## config.mk

```make
export PLATFORM = sky130hd
export DESIGN_NAME = rmf_cell
export DESIGN_NICKNAME = d
export VERILOG_FILES = /design/src/rtl/rmf_pkg.sv /design/src/rtl/rmf_cell.sv
export SDC_FILE = /design/constraint.sdc
export NUM_CORES = 1
export LEC_CHECK = 0
export ABC_AREA = 1
export ABC_CLOCK_PERIOD_IN_PS = 800
export BUFFER_PORTS_ARGS = -buffer_cell sky130_fd_sc_hd__buf_2
export CORE_MARGIN = 5
export CORE_UTILIZATION = 44
export CTS_CLUSTER_SIZE = 14
export DETAILED_ROUTE_END_ITERATION = 7
export PLACE_DENSITY = 0.81
export SYNTH_ARGS = -nofsm -noshare
export SYNTH_HDL_FRONTEND = slang
export SYNTH_SLANG_ARGS = --single-unit
```

## constraint.sdc

```tcl
create_clock -name clock -period 0.8 [get_ports clock]
set_input_delay 0.04 -clock clock [delete_from_list [all_inputs] [get_ports clock]]
set_output_delay 0.04 -clock clock [all_outputs]
set_load 0.005 [all_outputs]
```

## src/rtl/rmf_pkg.sv

```systemverilog
// ----------------------------------------------------------------------------
// rmf_pkg: shared types and constants of the RGB 3x3 ring-mean filter
// Pixel and window-column types, image limits, register indexes and the
// dimension clamp used when a size register is written.
// ----------------------------------------------------------------------------
package rmf_pkg;

   // Image limits and derived widths
   localparam int MAX_WIDTH  = 1024;
   localparam int MAX_HEIGHT = 1024;
   localparam int DIM_W      = 11;                    // width of a size register
   localparam int COL_W      = $clog2(MAX_WIDTH);     // column counter / line address
   localparam int ROW_W      = $clog2(MAX_HEIGHT);    // row counter
   localparam int POS_W      = 10;                    // out_row / out_col field width
   localparam int CHAN_W     = 8;
   localparam int PIX_W      = 3 * CHAN_W;
   localparam int SUM_W      = CHAN_W + 3;            // eight channel values
   localparam int IDX_W      = 1;                     // register index width

   // Register indexes
   typedef enum logic [IDX_W-1:0] {
      REG_IMAGE_WIDTH  = 1'b0,
      REG_IMAGE_HEIGHT = 1'b1
   } reg_idx_type;

   // One pixel, red in the lowest bits as on the stream
   typedef struct packed {
      logic [CHAN_W-1:0] blue;
      logic [CHAN_W-1:0] green;
      logic [CHAN_W-1:0] red;
   } pix_type;

   // One window column: top is two rows up, bot is the current row
   typedef struct packed {
      pix_type top;
      pix_type mid;
      pix_type bot;
   } col_type;

   // Clamp a written size to 3 .. hi
   function automatic logic [DIM_W-1:0] clamp_dim(input logic [DIM_W-1:0] v,
                                                  input logic [DIM_W-1:0] hi);
      logic [DIM_W-1:0] res;
      if (v < DIM_W'(3)) begin
         res = DIM_W'(3);
      end else if (v > hi) begin
         res = hi;
      end else begin
         res = v;
      end
      return res;
   endfunction

endpackage

```

## src/rtl/rmf_cell.sv

```systemverilog
// ----------------------------------------------------------------------------
// rmf_cell: one column cell of the 3x3 window
// Holds three vertically adjacent pixels and hands them to the next cell
// each time a pixel beat moves through the window.
// ----------------------------------------------------------------------------
module rmf_cell (
   input  logic             clock,
   input  logic             shift_en,
   input  rmf_pkg::col_type col_in,
   output rmf_pkg::col_type col_out
);

   rmf_pkg::col_type col_ff;

   // Column register, no reset: contents are valid once a frame has filled it
   always_ff @(posedge clock) begin
      if (shift_en) begin
         col_ff <= col_in;
      end
   end

   assign col_out = col_ff;

endmodule

```

== Word-level counts from Yosys, hierarchy flattened ==
Index checks and enable logic that the tools add are counted.
Storage, ports and cells
  output and inout port bits: 72
  bits in registers: 72
  word-level logic and storage cells: 9

== Logic depth before layout (Yosys ltp) ==
  depth after elaboration: 0
  mapped depth: 0
  depth with buffers taken out: 0

== Worst setup path after synthesis ==
No wires, ideal clock.
  kind: flip-flop to output port
  start: reg col_ff (netlist bit col_out[0])
  end: out col_out[0] (netlist name)
  cell stages (with the launch flop): 1
  required time: 0.760 ns
  slack: 0.405 ns
  data arrival time: 0.355 ns
  cell sequence: edfxtp_1
RTL lines
  start, declared: RTL line rmf_cell.sv:13  | rmf_pkg::col_type col_ff;
  start signal, assigned: RTL line rmf_cell.sv:18  | col_ff <= col_in;
  end, declared: RTL line rmf_cell.sv:10  | output rmf_pkg::col_type col_out
No word-level cell between the ends.

== Worst setup path in the final report ==
  start: reg col_ff (netlist bit col_out[51])
  end: out col_out[51] (netlist name)
No word-level cell between the ends.

==> qor.csv <==
metric,value,unit
max_freq,1.116,GHz
grt_pass1_wl,9273,µm
cts_root_buf,clkbuf_8,
seq_power_share,58.7,%
synth.most_common_cell,edfxtp_1,
pre_cts_slack,0.06061,ns
dieArea,0.006416,mm²
grt_util_all_layers,20.22,%
slew_headroom,86.71,%
switchingPower,1.637,mW
syn_area,0.002162,mm²
numCtsBuffers,9,
cts_buffer_depth,2,
drive_gt1_share,52.12,%
ant_nets,0,
cp_num_buf_inv,1,
multi_input_area,0,µm²
crit_fanout,1,
multi_input_cells,0,
start_util,45.47,%
core.rowCount,25,
rsz0062_at_grt,true,
worst_slack,-0.09598,ns
diodes,0,
critPathRequiredTime,0.76,ns
p_int,6.129,mW
worst_pin_slew,0.1994,ns
grt_max_degree,39,
synth-compound-area-share,0,%
yosys.area.top_type,edfxtp_1,
cp.arrival,0.86,ns
crit_path_start_kind,flip-flop,
hold_path.class,input port to flip-flop,
design_area,0.003887,mm²
ir_worst_vdd,1.972,mV
ys_warn_count,0,
hold_depth,2,
synth_ff_type,edfxtp_1,
cts_tree,built,
ys_ff_latch,72,
power,7.766,mW
port_buffers,145,
dr_total_vias,1599,
die_w,80.10,µm
synthMuxAreaShare,0,%
criticalPathCategory,flip-flop to output pin,
drc_errors,0,
yosys-top-cells-count,72 x edfxtp_1,
synthArstFlopShare,0,%
drt_iter0_drc,89,
clk_pin_slew_worst_paths,0.07,ns
ys_seq_area_share,100.0,%
grt_pass1_vias,1738,
drv_cap,0,
setup_viol,72,
slew_viol_final,0,
cp_slowest_stage_delay,0.38,ns
synth_edf_count,72,
vias_per_cell,4.275,
path_cells,buf_2,
wl,6202,µm
gp_congestion,0.6702,
synth.distinct_cells,1,
overflow,0,
wl_per_cell,16.58,µm
area_growth,79.80,%
synth_xor_area_share,0,%
power_switching_share,21.07,%
status,finished with violations,
htree_levels,3,
core_area,0.004755,mm²
synth_fp_nets,146,
seqCellArea,0.002162,mm²
synth_area_leaders,edfxtp_1 100%,
crit_family,flip-flops,
largest_reg_flops,72,
violations,setup timing,
placed_area,0.003012,mm²
p_leak,1.679,nW
crit_cells,1,
ios,146,
cts.sinks,72,
antenna_found_initial,0,
clkPwrFrac,29.7,%
cp_slowest_cell,edfxtp_1,
yosys.area_share.simple,0,%
synth_cells,72,
fin_crit_sh,112.0,%
powerDensity,1998,mW/mm²
worstSetupEndpointType,output pin,
final_nets,376,
fillers,263,
tns,-4.975,ns
dr.pass1.iters,3,
yosysTopAreaCellShare,100.0,%
hold_viol,0,
post-route-min-period,0.8960,ns
post_cts_buffers,0,
die_h,80.10,µm
avgSynthCellArea,30.03,µm²
synth_adder_area_share,0,%
power_frac_comb,11.6,%
power groups by stage:
| stage | registers [mW] | clock network [mW] | logic, mW |
|---|---|---|---|
| floorplan | 4.68 | 0 | 0 |
| global placement | 4.61 | 0 | 0.586 |
| detailed placement | 4.62 | 0 | 0.604 |
| CTS | 4.54 | 2.34 | 0.879 |
| global route | 4.58 | 2.56 | 0.970 |
| finish | 4.56 | 2.31 | 0.898 |
worst paths after layout:
kind   startpoint           to  slack (ns)
max   col_out[51]  col_out[51]        -0.1
min      shift_en  col_out[52]        0.20
stage by stage:
stage | hold WS [ns] | instances | utilization [%]
floorplan | 0.1389 | 72 | -
global placement | 0.2161 | 286 | 63.34
detailed placement | 0.2181 | 286 | 63.34
CTS | 0.1965 | 374 | 81.76
global route | 0.2010 | 374 | 81.76
finish | 0.2045 | 374 | 81.76
layer usage:
metal / vias up / GRT usage (%) / part of all wire (%)
met1: 729 / 22.96 / 37
li1: 754 / - / -
met4: 0 / 8.615 / 2.0
met3: 11 / 8.296 / 11
met5: - / 0 / 0
met2: 105 / 33.61 / 50
cell usage in the layout, fill, tap and decap left out:
master	Yosys	routed
clkinv_2	0	4
clkbuf_8	0	9
buf_2	0	145
clkinv_1	0	1
buf_12	0	2
dlygate4sd3_1	0	72
edfxtp_1	72	72
clkbuf_1	0	2
layout make-up:
| type | count | share of cell area (%) |
|---|---|---|
| flip-flops and latches | 72 | 55.62 |
| repair buffers | 219 | 38.24 |
| clock buffers | 11 | 3.379 |
| well taps | 67 | 2.156 |
| clock inverters | 5 | 0.6115 |
repair_timing:
item | 4_1_cts | 5_1_grt
endpoints found under the hold margin | 72 | 0
hold buffers | 72 | 0
gates resized for setup | 0 | 0
setup endpoints to repair | 72 | 72
logic make-up (layout without fill, tap and decap cells):
logic type / after synthesis / in the layout
buffers and inverters: 0 / 235
DFF: 72 / 72
No activity file was read; power rests on OpenSTA's default activity.
