`src/rtl/rmf_pkg.sv`:
```
// ----------------------------------------------------------------------------
// rmf_pkg: shared types and constants of the RGB 3x3 ring-mean filter
// Pixel and window-column types, image limits, register indexes and the
// dimension clamp used when a size register is written.
// ----------------------------------------------------------------------------
package rmf_pkg;

   // Image limits and derived widths
   localparam int MAX_WIDTH  = 1024;
   localparam int MAX_HEIGHT = 1024;
   localparam int DIM_W      = 11;                    // width of a size register
   localparam int COL_W      = $clog2(MAX_WIDTH);     // column counter / line address
   localparam int ROW_W      = $clog2(MAX_HEIGHT);    // row counter
   localparam int POS_W      = 10;                    // out_row / out_col field width
   localparam int CHAN_W     = 8;
   localparam int PIX_W      = 3 * CHAN_W;
   localparam int SUM_W      = CHAN_W + 3;            // eight channel values
   localparam int IDX_W      = 1;                     // register index width

   // Register indexes
   typedef enum logic [IDX_W-1:0] {
      REG_IMAGE_WIDTH  = 1'b0,
      REG_IMAGE_HEIGHT = 1'b1
   } reg_idx_type;

   // One pixel, red in the lowest bits as on the stream
   typedef struct packed {
      logic [CHAN_W-1:0] blue;
      logic [CHAN_W-1:0] green;
      logic [CHAN_W-1:0] red;
   } pix_type;

   // One window column: top is two rows up, bot is the current row
   typedef struct packed {
      pix_type top;
      pix_type mid;
      pix_type bot;
   } col_type;

   // Clamp a written size to 3 .. hi
   function automatic logic [DIM_W-1:0] clamp_dim(input logic [DIM_W-1:0] v,
                                                  input logic [DIM_W-1:0] hi);
      logic [DIM_W-1:0] res;
      if (v < DIM_W'(3)) begin
         res = DIM_W'(3);
      end else if (v > hi) begin
         res = hi;
      end else begin
         res = v;
      end
      return res;
   endfunction

endpackage

```
`src/rtl/rmf_mean.sv`:
```
// ----------------------------------------------------------------------------
// rmf_mean: rounded ring mean of a 3x3 window
// Per channel, sums the eight neighbours (centre left out) and returns
// (sum + 4) >> 3.
// ----------------------------------------------------------------------------
module rmf_mean (
   input  rmf_pkg::col_type col_0,   // oldest column
   input  rmf_pkg::col_type col_1,   // centre column
   input  rmf_pkg::col_type col_2,   // newest column
   output rmf_pkg::pix_type mean
);

   // Eight-operand add plus rounding for one channel
   function automatic logic [rmf_pkg::CHAN_W-1:0] ring8(
      input logic [rmf_pkg::CHAN_W-1:0] a0, input logic [rmf_pkg::CHAN_W-1:0] a1,
      input logic [rmf_pkg::CHAN_W-1:0] a2, input logic [rmf_pkg::CHAN_W-1:0] a3,
      input logic [rmf_pkg::CHAN_W-1:0] a4, input logic [rmf_pkg::CHAN_W-1:0] a5,
      input logic [rmf_pkg::CHAN_W-1:0] a6, input logic [rmf_pkg::CHAN_W-1:0] a7);
      logic [rmf_pkg::SUM_W-1:0] s01, s23, s45, s67, sum;
      s01 = rmf_pkg::SUM_W'(a0) + rmf_pkg::SUM_W'(a1);
      s23 = rmf_pkg::SUM_W'(a2) + rmf_pkg::SUM_W'(a3);
      s45 = rmf_pkg::SUM_W'(a4) + rmf_pkg::SUM_W'(a5);
      s67 = rmf_pkg::SUM_W'(a6) + rmf_pkg::SUM_W'(a7);
      sum = s01 + s23 + s45 + s67 + rmf_pkg::SUM_W'(4);
      return sum[rmf_pkg::SUM_W-1:3];
   endfunction

   // Red, green and blue in parallel
   always_comb begin
      mean.red   = ring8(col_0.top.red,   col_0.mid.red,   col_0.bot.red,
                         col_1.top.red,   col_1.bot.red,
                         col_2.top.red,   col_2.mid.red,   col_2.bot.red);
      mean.green = ring8(col_0.top.green, col_0.mid.green, col_0.bot.green,
                         col_1.top.green, col_1.bot.green,
                         col_2.top.green, col_2.mid.green, col_2.bot.green);
      mean.blue  = ring8(col_0.top.blue,  col_0.mid.blue,  col_0.bot.blue,
                         col_1.top.blue,  col_1.bot.blue,
                         col_2.top.blue,  col_2.mid.blue,  col_2.bot.blue);
   end

endmodule

```
`config.mk`:
```
export PLATFORM = sky130hd
export DESIGN_NAME = rmf_mean
export DESIGN_NICKNAME = d
export VERILOG_FILES = /design/src/rtl/rmf_pkg.sv /design/src/rtl/rmf_mean.sv
export SDC_FILE = /design/constraint.sdc
export NUM_CORES = 1
export LEC_CHECK = 0
export BUFFER_PORTS_ARGS = -buffer_cell sky130_fd_sc_hd__buf_2
export CAP_MARGIN = 20
export CORE_UTILIZATION = 49
export DETAILED_ROUTE_END_ITERATION = 10
export GPL_ROUTABILITY_DRIVEN = 0
export GPL_TIMING_DRIVEN = 0
export PLACE_DENSITY = 0.83
export SYNTH_ARGS = -nofsm -noshare
export SYNTH_HDL_FRONTEND = slang
export SYNTH_SLANG_ARGS = --single-unit
```
`constraint.sdc`:
```
create_clock -name vclk -period 8.92
set_input_delay 1.338 -clock vclk [all_inputs]
set_output_delay 1.338 -clock vclk [all_outputs]
set_load 0.02 [all_outputs]
```
* Word level (Yosys, flattened, before mapping)
Cells that the tools add are included.
Word-level totals: output and inout port bits 24, register bits after elaboration 0, bits of input ports 216
Operators by class: add/sub/neg operators 24
Operators by type and width (count):
- 8-bit by 8-bit adder with 9-bit output | 12
- 10-bit by 9-bit adder with 11-bit output | 3
- 11-bit by 3-bit adder with 11-bit output (second input constant) | 3
- 11-bit by 9-bit adder with 11-bit output | 3
- 9-bit by 9-bit adder with 10-bit output | 3

* Logic depth before layout (Yosys ltp)
Gate-level depths: netlist of the first run.
depth in word-level cells 5, gate-level depth with buffers 14

* Worst setup path after synthesis of the first run
No wires, ideal clock.
kind in2out, start point input col_1[3] in the netlist's numbering, end point output mean[4] in the netlist's numbering, stages on the path 12, data arrival time 5001 ps, setup slack 2581 ps, required time 7582 ps, path through inv_1 -> fa_1 -> inv_1 -> fa_1 -> fa_1 -> inv_1 -> fa_1 -> inv_1 -> ha_1 -> nor3_2 -> a2111oi_4 -> o311ai_0
RTL lines:
- start: declaration | line rmf_mean.sv:8 | input rmf_pkg::col_type col_1,
- end: declaration | line rmf_mean.sv:10 | output rmf_pkg::pix_type mean

==> results of run 1 <==
## synthesized netlist by cell type, drive strengths merged (3+ instances only)
cell     number
inv         333
fa          144
ha           27
nor2         19
xnor2        12
nor3         11
o21bai        5
a221oi        4
and3          4
o21a          4
a2111oi       3
a211oi        3
a21o          3
a21oi         3
a31oi         3
nand4bb       3
nor4bb        3
## tightest hold or removal path, cell delays in order
cell and delay (ps):
buf_2 130, nand4bb_4 110, a211oi_1 70, nor2_1 90, nor2_1 50, buf_2 150
## final timing paths
| check | startpoint | cells after the start | end | slack (ps) |
|---|---|---|---|---|
| setup / recovery | col_0[66] | 15 | mean[21] | 2430 |
| hold / removal | col_1[66] | 6 | mean[18] | 3270 |
## power by group
part           internal, mW  leakage, nW  switching, mW
clock network  0.0000000150   0.00000634              0
registers                 0            0              0
logic                 0.995         4.09           1.48
total                 0.995         4.09           1.48
## final cells by class
| type | count | area, um2 |
|---|---|---|
| multi-input cells | 260 | 3950 |
| fillers | 879 | 3870 |
| inverters | 333 | 1250 |
| repair buffers | 216 | 1080 |
| well taps | 136 | 170 |
| plain buffers | 1 | 3.75 |
| diodes | 1 | 2.50 |
## placed cells by master (no fill, tap or decap), types with 4 or more instances in the layout
master | Yosys | final
nor3_2 | 6 | 6
nor3_1 | 5 | 5
ha_1 | 27 | 27
buf_2 | 0 | 216
and3_1 | 4 | 4
nor2_1 | 19 | 19
inv_1 | 333 | 333
o21a_1 | 4 | 4
fa_1 | 144 | 144
o21bai_1 | 5 | 5
xnor2_1 | 12 | 12
## cell families after synthesis
| family | after synthesis | synth area share, % |
|---|---|---|
| AOI/OAI and AO/OA | 32 | 6.06 |
| xor gates and xnor gates | 12 | 2.02 |
| adders and majority gates | 171 | 61.9 |
| buffers and inverters | 334 | 24.1 |
| and+or+nand+nor | 45 | 5.89 |
## routing by layer
| metal | part of all wire, % | global-route usage, % | up-vias |
|---|---|---|---|
| met3 | 4.5 | 1.62 | 16 |
| met5 | 0 | 0 | - |
| met1 | 37 | 21.5 | 1961 |
| met2 | 56 | 38.0 | 122 |
| li1 | - | - | 2003 |
| met4 | 1.9 | 3.82 | 0 |
==> impl_metrics.py, run 1 <==
metrics = {
    "run_status": {
        "status": "finished, final reports clean",
    },
    "setup_path": {
        "critPathKind": "in -> out",
        "cp_slowest_cell": "fa_1",
        "startpoint_type": "primary input",
        "worstPathRequired_ps": 7580,
        "cpPeakStageDelay_ps": 530,
        "worstPathCellList": "buf_2, inv_1, fa_1, inv_1, fa_1, fa_1, inv_1, fa_1, inv_1, ha_1, nand4bb_4, a2111oi_4, a31oi_1, xnor2_1, buf_2",
        "cp_max_fo": 6,
        "crit_buf_inv": 6,
        "crit_family": "adder cells",
        "arrival_ps": 5150,
        "endpoint_kind": "output pin",
    },
    "global_route": {
        "grt_max_degree": 8,
        "grt_pass1_vias": 4349,
        "overflow": 0,
        "antenna_found_initial": 0,
        "grt_pass1_wl_um": 17300,
        "grtUsageTotal_pct": 18.9,
    },
    "power_and_ir_drop": {
        "peakVddDrop_mv": 0.339,
        "p_leak_nw": 4.09,
        "power_density_mw_per_mm2": 383,
        "p_total_mw": 2.47,
    },
    "timing": {
        "finalHoldViolCount": 0,
        "tns_ps": 0,
        "slew_headroom_pct": 66.1,
        "worst_slack_ps": 2430,
        "whs_ps": 3270,
        "max_freq_mhz": 154,
        "worst_pin_slew_ps": 508,
        "rsz0062_at_grt": "no",
        "finalSetupViolations": 0,
        "slew_viol_final": 0,
        "period_share_pct": 72.7,
        "layout_min_cycle_time_ps": 6490,
    },
    "layout": {
        "postLayoutCoreUtil_pct": 62.5,
        "fin_cells": 947,
        "final_nets": 1199,
        "finalInstanceArea_mm2": 0.00645,
        "syn2layout_area_growth_pct": 24.1,
        "drive_gt1_share_pct": 28.4,
        "clkbuf_count": 0,
        "seq_cells": 0,
        "seq_area_um2": 0,
    },
    "synthesis": {
        "synth_fp_nets": 981,
        "synth_area_mm2": 0.00520,
        "synth_cell_types": 30,
        "ys.warnings.count": 0,
        "synth_top_area_share_pct": 55.4,
        "ys_seq_area_share_pct": 0,
        "ys_top_cells_by_area": "fa_1 (55%), inv_1 (24%), ha_1 (6.5%), xnor2_1 (2.0%), a2111oi_4 (1.6%)",
        "synthCells": 594,
        "yosysTopAreaCell": "fa_1",
        "syn_avg_cell_area_um2": 8.76,
    },
    "floorplanning": {
        "rows": 37,
        "dieHeight_um": 105,
        "core_mm2": 0.0103,
        "die_area_mm2": 0.0110,
        "die_x_um": 105,
        "ios": 240,
        "initial_core_util_pct": 50.4,
    },
    "route": {
        "vias_per_cell": 4.33,
        "wirelength_um": 9790,
        "drtIter0Drc": 67,
        "drc_errors": 0,
        "antenna_left": 0,
        "avgRoutedWirePerCell_um": 10.3,
        "vias": 4102,
        "dr.pass1.iters": 4,
    },
    "cts": {
        "cts_resized": 0,
        "hold_buffers": 0,
        "cts_setup_buffers": 0,
    },
    "placed_design": {
        "placedCellCount": 946,
        "io_buffers": 216,
        "hpwl_um": 9690,
        "dpl_worst_slack_ps": 2410,
        "placed_area_mm2": 0.00645,
    },
    "hold_path": {
        "hold_class": "in -> out",
    },
    "flow_run": {
        "drv_cap": 0,
    },
}
(Power assumes the default switching activity.)
==> inputs of run 2 (changes only) <==
--- a/config.mk
+++ b/config.mk
@@ -5,13 +5,14 @@
 export SDC_FILE = /design/constraint.sdc
 export NUM_CORES = 1
 export LEC_CHECK = 0
+export ABC_AREA = 1
 export BUFFER_PORTS_ARGS = -buffer_cell sky130_fd_sc_hd__buf_2
 export CAP_MARGIN = 20
-export CORE_UTILIZATION = 49
+export CORE_UTILIZATION = 46
 export DETAILED_ROUTE_END_ITERATION = 10
 export GPL_ROUTABILITY_DRIVEN = 0
 export GPL_TIMING_DRIVEN = 0
-export PLACE_DENSITY = 0.83
+export PLACE_DENSITY = 0.81
 export SYNTH_ARGS = -nofsm -noshare
 export SYNTH_HDL_FRONTEND = slang
 export SYNTH_SLANG_ARGS = --single-unit
==> constraint.sdc (replaced) <==
create_clock -name vclk -period 5.3
set_input_delay 0.795 -clock vclk [all_inputs]
set_output_delay 0.795 -clock vclk [all_outputs]
set_load 0.02 [all_outputs]
==> run 2 against run 1 <==
Net effect:
- utilization decreased by 4.1 points
- via count up 7.0%
- first-iteration DRC count rose by 39%
- sequential share of layout area is the same
- final area grew 3.3%
- synthesized area increased by 3.9%
- global-route usage is 0.24 points lower
- critical path type unchanged
==> impl_metrics.py, run 2 <==
metrics = {
    "run_status": {
        "status": "finished, final reports clean",
    },
    "layout": {
        "seq_cells": 0,
        "seq_area_um2": 0,
        "final_nets": 1295,
        "drive_gt1_share_pct": 28.1,
        "layout_common_cells": "inv_1 (355), buf_2 (216), fa_1 (144)",
        "syn2layout_area_growth_pct": 23.3,
        "clkbuf_count": 0,
        "antenna_cells": 0,
        "final_common_cell": "inv_1",
    },
    "setup_path": {
        "cp-startpoint": "col_0[66]",
        "arrival_ps": 4150,
        "endpoint_kind": "output pin",
        "cpPeakStageDelay_ps": 560,
        "worstPathRequired_ps": 4510,
        "worstPathCellList": "buf_2, inv_1, fa_1, inv_1, fa_1, fa_1, inv_1, fa_1, inv_1, ha_1, nand2_1, inv_1, nand2_2, nand2_4, nand2_2, nand2_2, nand2_1, nand2_1, nand2_1, nand2_1, buf_2",
        "cp_slowest_cell": "fa_1",
        "critPathKind": "in -> out",
        "crit_buf_inv": 7,
        "cp_max_fo": 3,
        "startpoint_type": "primary input",
        "crit_family": "adder cells",
    },
    "route": {
        "vias": 4390,
        "drc_errors": 0,
        "wirelength_um": 10200,
        "dr.pass1.iters": 4,
        "antenna_left": 0,
        "drtIter0Drc": 93,
        "vias_per_cell": 4.18,
        "avgRoutedWirePerCell_um": 9.71,
    },
    "global_route": {
        "grt_pass1_vias": 4846,
        "grtUsageTotal_pct": 18.7,
        "overflow": 0,
        "top_usage_layer": "met2",
        "grtUsageMet2_pct": 38.4,
        "antenna_found_initial": 0,
        "grt_max_degree": 6,
        "use_met3_pct": 1.87,
        "grt_pass1_wl_um": 19200,
        "met1_usage_pct": 20.3,
    },
    "synthesis": {
        "yosysMostFrequentCell": "inv_1",
        "synthXorXnorAreaFrac_pct": 1.46,
        "synthCells": 690,
        "syn_avg_cell_area_um2": 7.84,
        "synth-simple-area-share_pct": 11.5,
        "synth_top_family_by_area": "adder cells",
        "synth_fp_nets": 1077,
        "synth_commonest_cells": "inv_1 (355), fa_1 (144), nand2_1 (70)",
        "ys_top_cells_by_area": "fa_1 (53%), inv_1 (25%), ha_1 (6.2%), nand2_1 (4.9%), nand2_2 (2.1%)",
        "synth_top_area_share_pct": 53.3,
        "synth_cell_types": 20,
        "synth-compound-area-share_pct": 2.24,
        "synth_area_mm2": 0.00541,
        "ys_seq_area_share_pct": 0,
        "synth_fa_ha_area_share_pct": 59.6,
        "yosysTopAreaCell": "fa_1",
        "muxShareOfSynthArea_pct": 0,
        "ys.warnings.count": 0,
    },
    "power_and_ir_drop": {
        "power_density_mw_per_mm2": 651,
        "peakVddDrop_mv": 0.572,
        "p_leak_nw": 4.47,
    },
    "hold_path": {
        "min_from": "col_1[66]",
        "hold_class": "in -> out",
    },
    "floorplanning": {
        "core_mm2": 0.0114,
        "dieHeight_um": 110,
        "ios": 240,
        "initial_core_util_pct": 47.3,
        "die_x_um": 110,
        "die_area_mm2": 0.0122,
        "rows": 39,
    },
    "timing": {
        "finalSetupViolations": 0,
        "worst_pin_slew_ps": 240,
        "period_share_pct": 93.2,
        "rsz0062_at_grt": "no",
        "tns_ps": 0,
        "layout_min_cycle_time_ps": 4940,
        "slew_viol_final": 0,
        "max_freq_mhz": 202,
        "worst_slack_ps": 360,
        "slew_headroom_pct": 84.0,
        "finalHoldViolCount": 0,
    },
    "placed_design": {
        "dpl_worst_slack_ps": 328,
        "io_buffers": 216,
        "hpwl_um": 10100,
    },
    "cts": {
        "cts_setup_buffers": 0,
        "hold_buffers": 0,
        "cts_resized": 0,
    },
    "flow_run": {
        "drv_cap": 0,
    },
}
-- run 2: cell type report --
class | count | area, um2
fillers | 1071 | 4750
inverters | 363 | 1360
multi-input cells | 327 | 4040
well taps | 143 | 179
repair buffers | 216 | 1080
-- run 2: power breakdown --
group,switching (mW),internal [mW],leakage [nW]
Sequential,0,0,0
Clock,0,0,0
Combinational,2.74,1.59,4.47
Total,2.74,1.59,4.47
-- run 2: logic make-up (layout without fill, tap and decap cells) --
group / count (synthesis) / after routing
xor+xnor: 9 / 9
compound gates: 19 / 19
simple gates: 128 / 128
fa+ha+maj: 171 / 171
buf+inv: 363 / 579
-- run 2: final timing paths --
kind / to / slack (ps) / cells after the start
max: mean[22] / 360 / 21
min: mean[16] / 2130 / 7
-- run 2: through the flow --
stage / hold WS, ps / util [%] / power, mW / instances / cell area [um2]
after CTS: 2140 / 58.4 / 4.39 / 1049 / 6670
after detailed placement: 2140 / 58.4 / 4.37 / 1049 / 6670
after global placement: 2140 / 58.4 / 4.26 / 1049 / 6670
final: 2130 / 58.4 / 4.34 / 1049 / 6670
after floorplan: 1930 / - / 3.23 / 690 / 5410
after global routing: 2200 / 58.4 / 4.92 / 1049 / 6670
-- run 2: per-layer routing --
metal,up-vias,share of wire (%)
met4,0,2.2
met3,16,5.3
met1,2050,36
li1,2206,-
met5,-,0
met2,118,56
==> inputs of run 3 (changes only) <==
--- a/config.mk
+++ b/config.mk
@@ -8,11 +8,11 @@
 export ABC_AREA = 1
 export BUFFER_PORTS_ARGS = -buffer_cell sky130_fd_sc_hd__buf_2
 export CAP_MARGIN = 20
-export CORE_UTILIZATION = 46
+export CORE_UTILIZATION = 49
 export DETAILED_ROUTE_END_ITERATION = 10
 export GPL_ROUTABILITY_DRIVEN = 0
 export GPL_TIMING_DRIVEN = 0
-export PLACE_DENSITY = 0.81
+export PLACE_DENSITY = 0.83
 export SYNTH_ARGS = -nofsm -noshare
 export SYNTH_HDL_FRONTEND = slang
 export SYNTH_SLANG_ARGS = --single-unit
==> constraint.sdc (replaced) <==
create_clock -name vclk -period 5.32
set_input_delay 0.798 -clock vclk [all_inputs]
set_output_delay 0.798 -clock vclk [all_outputs]
set_load 0.02 [all_outputs]
==> run 3 against run 2 <==
Net effect:
- first-iteration DRC count rose by 110%
- non-clock buffer count did not move
- sequential share of layout area did not move
- power fell by 0.29%
- utilization rose by 5.0 points
- final cell count fell by 0.67%
- hold slack improved by 18 ps
- final area fell by 0.13%
- die area fell by 6.0%
- critical path type unchanged
- highest routed layer unchanged
==> impl_metrics.py, run 3 (synthesis results as in run 2) <==
metrics = {
    "layout": {
        "fillers": 952,
        "final_nets": 1295,
        "seq_cells": 0,
        "drive_gt1_share_pct": 28.1,
        "fin_cells": 1042,
        "final_common_cell": "inv_1",
        "seq_area_um2": 0,
        "antenna_cells": 0,
        "clkbuf_count": 0,
        "syn2layout_area_growth_pct": 23.1,
        "layout_common_cells": "inv_1 (355), buf_2 (216), fa_1 (144)",
    },
    "setup_path": {
        "cp_max_fo": 4,
        "startpoint_type": "primary input",
        "critPathKind": "in -> out",
        "arrival_ps": 4170,
        "worstPathRequired_ps": 4520,
        "endpoint_kind": "output pin",
    },
    "route": {
        "wirelength_um": 10100,
        "drtIter0Drc": 191,
        "drc_errors": 0,
        "avgRoutedWirePerCell_um": 9.68,
        "vias": 4348,
        "antenna_left": 0,
        "dr.pass1.iters": 4,
        "vias_per_cell": 4.17,
    },
    "global_route": {
        "grt_pass1_vias": 4608,
        "overflow": 0,
        "grt_max_degree": 6,
        "grtUsageTotal_pct": 19.1,
        "grt_pass1_wl_um": 18000,
        "antenna_found_initial": 0,
    },
    "floorplanning": {
        "ios": 240,
        "rows": 37,
        "core_mm2": 0.0105,
        "die_area_mm2": 0.0115,
        "die_x_um": 107,
        "initial_core_util_pct": 51.4,
        "dieHeight_um": 107,
    },
    "timing": {
        "max_freq_mhz": 201,
        "layout_min_cycle_time_ps": 4970,
        "slew_headroom_pct": 85.0,
        "worst_pin_slew_ps": 225,
        "slew_viol_final": 0,
        "period_share_pct": 93.5,
        "tns_ps": 0,
        "finalSetupViolations": 0,
        "rsz0062_at_grt": "no",
        "finalHoldViolCount": 0,
    },
    "cts": {
        "hold_buffers": 0,
        "cts_resized": 0,
        "cts_setup_buffers": 0,
    },
    "power_and_ir_drop": {
        "p_int_mw": 1.59,
        "pwr-share-seq_pct": 0,
        "peakVddDrop_mv": 0.435,
        "sw_frac_of_total_pct": 63.3,
        "p_switching_mw": 2.74,
        "power_density_mw_per_mm2": 650,
        "clock_power_share_pct": 0,
        "p_leak_nw": 4.47,
        "comb_power_share_pct": 100.0,
    },
    "placed_design": {
        "placedCellCount": 1042,
        "io_buffers": 216,
        "hpwl_um": 10100,
    },
    "hold_path": {
        "holdPathStages": 7,
        "hold_class": "in -> out",
        "holdPathEnd": "mean[16]",
        "min_from": "col_1[66]",
    },
    "flow_run": {
        "drv_cap": 0,
    },
    "run_status": {
        "status": "finished, final reports clean",
    },
}
## run 3: cell counts in the layout (fill, tap and decap cells not counted)
Identical to the previous run, type by type.
## run 3: layout make-up
| class | count | area (um2) | share of cell area, % |
|---|---|---|---|
| multi-input combinational | 327 | 4040 | 60.7 |
| timing repair buffer | 216 | 1080 | 16.2 |
| tap | 136 | 170 | 2.56 |
| inverter | 363 | 1360 | 20.5 |
## run 3: how the worst max path moves through the flow
stage | startpoint | endpoint | slack, ps | cells after the start
final | col_1[13] | mean[13] | 350 | 17
after global routing | col_0[66] | mean[22] | 160 | 21
after CTS | col_1[13] | mean[13] | 350 | 17
after detailed placement | col_1[13] | mean[13] | 350 | 17
after global placement | col_0[66] | mean[20] | 410 | 21
after floorplan | col_0[66] | mean[17] | 640 | 16
## run 3: metal layers
layer	track usage (%)	share of wire [%]	up-vias
li1	-	-	2217
met1	22.0	38	1988
met4	3.72	2.3	0
met3	2.13	5.7	18
met2	37.8	54	125
met5	0	0	-
## run 3: worst max-delay path: stages
cell and delay [ps]:
buf_2 80, inv_1 60, fa_1 540, inv_1 60, fa_1 500, fa_1 490
inv_1 50, fa_1 480, inv_1 40, ha_1 320, a21o_1 210, inv_2 70
nor2_1 50, nor2_2 100, nand3_1 90, nand2_1 70, buf_2 170
## run 3: through the flow
| stage | setup slack (ps) | util [%] | hold WS, ps | instance area [um2] | total power, mW |
|---|---|---|---|---|---|
| floorplan | 637 | - | 1940 | 5410 | 3.22 |
| global placement | 411 | 63.4 | 2140 | 6660 | 4.25 |
| detailed placement | 353 | 63.4 | 2160 | 6660 | 4.36 |
| CTS | 350 | 63.4 | 2160 | 6660 | 4.38 |
| global route | 162 | 63.4 | 2190 | 6660 | 4.91 |
| finish | 348 | 63.4 | 2150 | 6660 | 4.32 |
## run 3: power by group through the flow
stage | Clock (mW) | Sequential (mW) | Combinational [mW]
3_5_place_dp | 0 | 0 | 4.36
2_1_floorplan | 0 | 0 | 3.22
5_1_grt | 0 | 0 | 4.91
4_1_cts | 0 | 0 | 4.38
3_3_place_gp | 0 | 0 | 4.25
6_report | 0 | 0 | 4.32
